## src/hdl/gcfh_pkg.sv

```systemverilog
// Shared constants, types and the reset class mapping of the class fraction histogram.
package gcfh_pkg;

    localparam int NUM_CLASSES = 8;
    localparam int TABLE_DEPTH = 256;
    localparam int SUM_BITS    = 40;

    localparam int CLS_BITS  = (NUM_CLASSES > 1) ? $clog2(NUM_CLASSES) : 1;
    localparam int IDX_BITS  = $clog2(TABLE_DEPTH);
    localparam int TOT_BITS  = 64;
    localparam int FRAC_BITS = 16;
    localparam int STEP_BITS = $clog2(FRAC_BITS);
    localparam int CELL_BITS = 20;
    localparam int CODE_BITS = 8;
    localparam int NCLS_BITS = 3;
    localparam int CNT_BITS  = 32;

    localparam logic [SUM_BITS-1:0]  SUM_MAX  = {SUM_BITS{1'b1}};
    localparam logic [TOT_BITS-1:0]  TOT_MAX  = {TOT_BITS{1'b1}};
    localparam logic [FRAC_BITS-1:0] FRAC_MAX = {FRAC_BITS{1'b1}};

    localparam logic [1:0] CMD_ADD   = 2'd0;
    localparam logic [1:0] CMD_FLUSH = 2'd1;
    localparam logic [1:0] CMD_WRITE = 2'd2;

    typedef struct packed {
        logic                start;
        logic [SUM_BITS-1:0] sum;
        logic [TOT_BITS-1:0] total;
    } t_div_req;

    typedef struct packed {
        logic                 done;
        logic [FRAC_BITS-1:0] quo;
    } t_div_rsp;

    // Class a raw code maps to after reset; unlisted codes give class 0.
    function automatic logic [CLS_BITS-1:0] init_class(input logic [CODE_BITS-1:0] code);
        int c;
        c = 0;
        case (code)
            8'd170, 8'd150, 8'd106, 8'd173, 8'd109, 8'd102, 8'd49,
            8'd151, 8'd90,  8'd157, 8'd107, 8'd93,  8'd96,  8'd122: begin
                c = 1;
            end
            8'd19, 8'd31, 8'd41, 8'd45, 8'd32, 8'd18, 8'd42: begin
                c = 2;
            end
            8'd11, 8'd12, 8'd44, 8'd38, 8'd78, 8'd81: begin
                c = 3;
            end
            8'd23, 8'd25, 8'd36, 8'd22, 8'd16, 8'd24, 8'd30: begin
                c = 4;
            end
            8'd26, 8'd27, 8'd29, 8'd28, 8'd37, 8'd128,
            8'd54, 8'd92, 8'd53, 8'd124, 8'd94, 8'd73: begin
                c = 5;
            end
            8'd139, 8'd135, 8'd138, 8'd40, 8'd116, 8'd145, 8'd144,
            8'd117, 8'd137, 8'd136, 8'd141, 8'd21, 8'd147: begin
                c = 6;
            end
            8'd120, 8'd123, 8'd121, 8'd127, 8'd126, 8'd129, 8'd132: begin
                c = 7;
            end
            default: begin
                c = 0;
            end
        endcase
        if (c >= NUM_CLASSES) begin
            c = NUM_CLASSES - 1;
        end
        return CLS_BITS'(c);
    endfunction

endpackage

```

## src/hdl/gcfh_div.sv

```systemverilog
// Shared fraction divider: floor(sum * 2^16 / total), saturating, one quotient bit per cycle.
module gcfh_div (
    input  logic               i_clk,
    input  logic               i_rst_n,
    input  gcfh_pkg::t_div_req i_req,
    output gcfh_pkg::t_div_rsp o_rsp
);

    logic                            r_busy;
    logic                            r_done;
    logic [gcfh_pkg::STEP_BITS-1:0]  r_step;
    logic [gcfh_pkg::TOT_BITS-1:0]   r_rem;
    logic [gcfh_pkg::TOT_BITS-1:0]   r_den;
    logic [gcfh_pkg::FRAC_BITS-1:0]  r_quo;

    logic [gcfh_pkg::TOT_BITS-1:0]   sum_ext;
    logic [gcfh_pkg::TOT_BITS:0]     shifted;
    logic [gcfh_pkg::TOT_BITS:0]     den_ext;
    logic                            ge;
    logic                            last_step;

    assign sum_ext   = gcfh_pkg::TOT_BITS'(i_req.sum);
    assign shifted   = {r_rem, 1'b0};
    assign den_ext   = {1'b0, r_den};
    assign ge        = (shifted >= den_ext);
    assign last_step = (r_step == gcfh_pkg::STEP_BITS'(gcfh_pkg::FRAC_BITS - 1));

    always_ff @(posedge i_clk) begin
        if (!i_rst_n) begin
            r_busy <= 1'b0;
            r_done <= 1'b0;
        end else if (i_req.start) begin
            // zero total and full share finish at once
            if (i_req.total == '0 || sum_ext >= i_req.total) begin
                r_busy <= 1'b0;
                r_done <= 1'b1;
            end else begin
                r_busy <= 1'b1;
                r_done <= 1'b0;
            end
        end else if (r_busy && last_step) begin
            r_busy <= 1'b0;
            r_done <= 1'b1;
        end
    end

    always_ff @(posedge i_clk) begin
        if (i_req.start) begin
            r_den  <= i_req.total;
            r_rem  <= sum_ext;
            r_step <= '0;
            if (i_req.total == '0) begin
                r_quo <= '0;
            end else if (sum_ext >= i_req.total) begin
                r_quo <= gcfh_pkg::FRAC_MAX;
            end else begin
                r_quo <= '0;
            end
        end else if (r_busy) begin
            r_rem  <= ge ? gcfh_pkg::TOT_BITS'(shifted - den_ext)
                         : shifted[gcfh_pkg::TOT_BITS-1:0];
            r_quo  <= {r_quo[gcfh_pkg::FRAC_BITS-2:0], ge};
            r_step <= r_step + 1'b1;
        end
    end

    assign o_rsp.done = r_done;
    assign o_rsp.quo  = r_quo;

endmodule

```

## config.mk

```make
export PLATFORM = sky130hd
export DESIGN_NAME = gcfh_div
export DESIGN_NICKNAME = d
export VERILOG_FILES = /design/src/hdl/gcfh_pkg.sv /design/src/hdl/gcfh_div.sv
export SDC_FILE = /design/constraint.sdc
export NUM_CORES = 1
export LEC_CHECK = 0
export ABC_AREA = 0
export BUFFER_PORTS_ARGS = -buffer_cell sky130_fd_sc_hd__buf_2
export CORE_ASPECT_RATIO = 0.5
export CORE_UTILIZATION = 35
export DETAILED_ROUTE_END_ITERATION = 12
export HOLD_SLACK_MARGIN = 0.12
export REMOVE_ABC_BUFFERS = 1
export SETUP_SLACK_MARGIN = 0.2
export SYNTH_ARGS = -nofsm -noshare
export SYNTH_HDL_FRONTEND = slang
export SYNTH_SLANG_ARGS = --single-unit
```

## constraint.sdc

```tcl
create_clock -name i_clk -period 3.1 [get_ports i_clk]
set_clock_uncertainty 0.1 [all_clocks]
set_input_delay 0.31 -clock i_clk [delete_from_list [all_inputs] [get_ports i_clk]]
set_output_delay 0.31 -clock i_clk [all_outputs]
set_load 0.1 [all_outputs]
```

# == Word level (Yosys, flattened, before mapping) ==
# Cells that the tools add are included.
# op_classes
n_mux,13
reduce_logical,5
n_eq_ne,1
n_addsub,2
order_cmp,2
# op_table
cell,count
40-bit two-way mux,2
65-bit by 64-bit >= comparator with 1-bit output,1
40-bit by 64-bit >= comparator with 1-bit output,1
64-bit zero test,1
16-bit two-way mux,4
64-bit two-way mux,1
64-bit subtractor,1
1-bit two-way mux,6
4-bit by 1-bit adder with 4-bit output (second input constant),1
4-bit == test (second input constant),1
2-bit nonzero test,2
1-bit logical AND,1
1-bit logical OR,1
# totals
in_bits,107
output_inout_bits,17
regBits,150

# == Depth between registers and ports, before layout ==
# depth
depth_word,4
ltp_mapped,16
depth_no_buf,12

# == Worst setup path before layout ==
# Ideal clock, no wire load.
# synth_path
kind,flip-flop to flip-flop
start,register r_rem[8] in the netlist's numbering
end,"register r_rem[11] in the netlist's numbering, data pin"
setup_time_ns,0.260
t_arrival_ns,2.953
slack_ns,-0.213
path_stages_with_launch,15
required_ns,2.740
n_path_buf,3
cell_sequence,edfxtp_1 ha_1 buf_6 and3_4 nand4_1 a41oi_1 o31ai_2 nand3_2 a31oi_4 o2111ai_2 and2_1 buf_6 buf_6 mux2_4 mux2_2
# synth_via
elab_chain_len,4
# synth_rtl
element,line,rtl
from (decl),gcfh_div.sv:12,logic [gcfh_pkg::TOT_BITS-1:0] r_rem;
from (signal assigned),gcfh_div.sv:50,r_rem <= sum_ext;
from (signal assigned),gcfh_div.sv:60,r_rem <= ge ? gcfh_pkg::TOT_BITS'(shifted - den_ext)
64-bit subtractor / 65-bit by 64-bit >= comparator with 1-bit output (equally long branches),"gcfh_div.sv:60, gcfh_div.sv:25",
64-bit two-way mux *,gcfh_div.sv:60,
40-bit two-way mux *,gcfh_div.sv:59,end else if (r_busy) begin
40-bit two-way mux *,gcfh_div.sv:48,if (i_req.start) begin
# Every way passes the cells marked *; elsewhere a longest branch is shown, timed or not. The select of a mux whose other input is x is not followed.
# A chain may end at the register's enable or synchronous reset.

# == Final worst setup path ==
# layout_path
start,register r_rem[13] in the netlist's numbering
end,"register r_rem[38] in the netlist's numbering, data pin"
# The elaborated chain is that of the path after synthesis.

==> qor.csv <==
stage,metric,value,unit
status,run status,"complete, but fails checks",
status,failing checks,negative setup slack,
cts,htree depth,4,
logic_synthesis,top_reg_cell synth,edfxtp_1,
logic_synthesis,main area contributors after synthesis,"edfxtp_1, ha_1, dfxtp_1",
timing,fmax,0.292,GHz
final_layout,Layout area overhead,53.2,%
grt,total gr overflow,0,
setup_path,Worst Path Required,3.20,ns
cts,CTS Buf Count,17,
cts,CTS tree,built,
logic_synthesis,synth cell count leaders,"inv_1, edfxtp_1, a21oi_1, ha_1, nand2_1",
logic_synthesis,Post-Syn Area,11500,um^2
timing,final period utilization,110,%
detailed_routing,remaining antenna violation count,0,
timing,Slew Limit Fails,0,
logic_synthesis,Cells after Synth,1243,
die,Core Rows,46,
logic_synthesis,"count leader, synth",inv_1,
grt,first-pass GRT wire length,60.2,mm
logic_synthesis,top-area cell type share of the netlist area,31.2,%
cts,clk slew on worst S/H paths,0.07,ns
timing,endpoints failing hold,0,
setup_path,crit path max fanout,6,
detailed_routing,drt pass-1 iters,5,
setup_path,worst r2r src,r_rem[13],
detailed_routing,DRC violations left,0,
setup_path,WP data arrival,3.52,ns
timing,unrepaired setup endpoints after global routing,true,
detailed_routing,Via density,5.25,
grt,largest net degree at the start of global routing,70,
final_layout,Antenna diodes,0,
die,Die Span Y,130,um
cts,clk sinks,150,
power_and_ir_drop,Worst VDD drop,343,uV
die,die width,259,um
final_layout,final core utilization,55.2,%
detailed_routing,Wirelength per Cell,18.0,um
placed_design,DP HPWL,27.6,mm
timing,relative slew slack,61.1,%
logic_synthesis,cell taking the most area after synthesis,edfxtp_1,
logic_synthesis,#FFs+latches synth,150,
power_and_ir_drop,Total Power,7.77,mW
cts,clk buf depth,2,
logic_synthesis,Synth cell types,72,
power_and_ir_drop,Pleak,7.91,nW
timing,Final WS setup,-0.321,ns
grt,total track usage,22.8,%
cts,clock latency at the later pin of the worst-skew pair,0.46,ns
timing,Final min period,3.42,ns
timing,Hold Slack,0.148,ns
die,starting density of the core,36.0,%
grt,number of global-route vias before repair,11335,
detailed_routing,Routed WL,38.9,mm
timing,Worst Max-Slew Pin Slew,0.578,ns
placed_design,Final Wtd Congestion,0.927,
cts,CTS root buf,clkbuf_16,
setup_path,CP endpoint kind,flop,
worst_hold_path,hold crit path type,input pin to flop,
job,max_cap viols,0,
power_and_ir_drop,Cell Pwr Density,439,nW/um^2
setup_path,critical path class,flop to flop,
logic_synthesis,"Seq/Total Area, Yosys",36.4,%
final_layout,layout cells sized above 1,39.4,%
setup_path,CP Launch Point,r_rem[13],
setup_path,CP Launch Type,flop,
logic_synthesis,asr flop ratio synth,0,%
worst_hold_path,Hold Startpoint,i_req[21],
detailed_routing,vias,11346,
final_layout,nets@finish,1930,
die,Core ar.,32100,um^2
logic_synthesis,mean area per synthesized cell,9.28,um^2
grt,initial antenna violation count,0,
detailed_routing,DRT iter0 DRCs,737,
die,die area,33700,um^2
placed_design,number of I/O port buffers,123,
logic_synthesis,Post-synth EDFFs,120,
logic_synthesis,synth warn,0,
die,io pins,124,
timing,Final setup viols,61,
[worst max-delay path, cell delays in order, from the launching register on]
cell	delay, ns
edfxtp_1	0.44
ha_4	0.31
buf_6	0.10
buf_6	0.08
nand4_1	0.12
or2_1	0.26
nor2_2	0.17
o31ai_2	0.10
nand3_2	0.10
a31oi_4	0.10
o2111ai_2	0.21
and2_4	0.24
buf_12	0.12
buf_12	0.14
mux2_4	0.31
mux2_4	0.26
[state kept, by name (all words and copies together), names as in the netlist]
signal / count
r_quo: 16
r_den: 64
r_rem: 64
r_busy: 1
r_done: 1
r_step: 4
[cells in the final DEF (no fill, tap or decap), types with 30 or more instances in the layout]
master / netlist / layout
a21o_1: 50 / 50
a21oi_1: 111 / 82
buf_2: 10 / 122
buf_4: 4 / 263
dfxtp_1: 30 / 30
dlygate4sd3_1: 0 / 95
edfxtp_1: 120 / 120
ha_1: 105 / 82
inv_1: 138 / 133
mux2_2: 35 / 31
mux2_4: 26 / 31
nand2_1: 86 / 79
nand4_1: 35 / 35
nor2_1: 64 / 62
o21ai_0: 61 / 49
xnor2_1: 36 / 34
[metal layers]
| layer | part of all wire (%) | up-vias | track usage [%] |
|---|---|---|---|
| met5 | 0 | - | 0 |
| met4 | 2.9 | 0 | 8.46 |
| met3 | 4.7 | 65 | 4.19 |
| met2 | 47 | 308 | 38.1 |
| met1 | 45 | 5476 | 29.8 |
| li1 | - | 5497 | - |
[kinds of logic after synthesis]
| family | after synthesis | synth area share [%] |
|---|---|---|
| adders and majority gates | 106 | 11.6 |
| xor gates and xnor gates | 60 | 4.55 |
| AOI/OAI and AO/OA | 351 | 19.4 |
| muxes | 71 | 7.68 |
| and+or+nand+nor | 301 | 13.1 |
| DFF | 150 | 36.4 |
| buffers and inverters | 204 | 7.30 |
[per-stage QoR]
| step | worst slack, ns | area (um^2) | cells | TNS, ns |
|---|---|---|---|---|
| 2_1_floorplan | -1.77 | 11200 | 1177 | -95.36 |
| 3_3_place_gp | -0.526 | 14400 | 1989 | -23.07 |
| 3_5_place_dp | -0.526 | 14400 | 1989 | -26.89 |
| 4_1_cts | -0.279 | 17000 | 2143 | -7.88 |
| 5_1_grt | -0.407 | 17700 | 2162 | -16.72 |
| 6_report | -0.321 | 17700 | 2162 | -10.59 |
[power breakdown]
group	leakage, nW	total [mW]	switching, mW	internal (mW)
Combinational	6.18	3.11	1.59	1.52
Sequential	1.44	2.45	0.0926	2.36
Clock	0.294	2.21	0.985	1.22
[repair_timing]
item                                   CTS  global route
gates resized for setup                155            90
pin swaps                               58            44
setup endpoints to repair               66            82
endpoints found under the hold margin   96             1
hold buffers                            94             1
setup buffers                           23            17
gates cloned                             5             1
[cell type report]
cell class                      instances  area (um^2)
Timing Repair Buffer                  521         4210
Clock inverter                         15          181
Tap cell                              432          541
Multi-Input combinational cell        889         7610
Sequential cell                       150         4200
Inverter                              138          518
Fill cell                            2740        14400
Clock buffer                           17          425
[worst paths after layout]
| check | end | slack, ns | depth (start not counted) |
|---|---|---|---|
| worst min register to register | r_done | 0.41 | 1 |
| worst max register to register | r_rem[38] | -0.32 | 15 |
| worst min-delay path | r_den[21] | 0.15 | 2 |
| worst max-delay path | r_rem[38] | -0.32 | 15 |
Note: power is estimated with default switching activity, not from simulation.
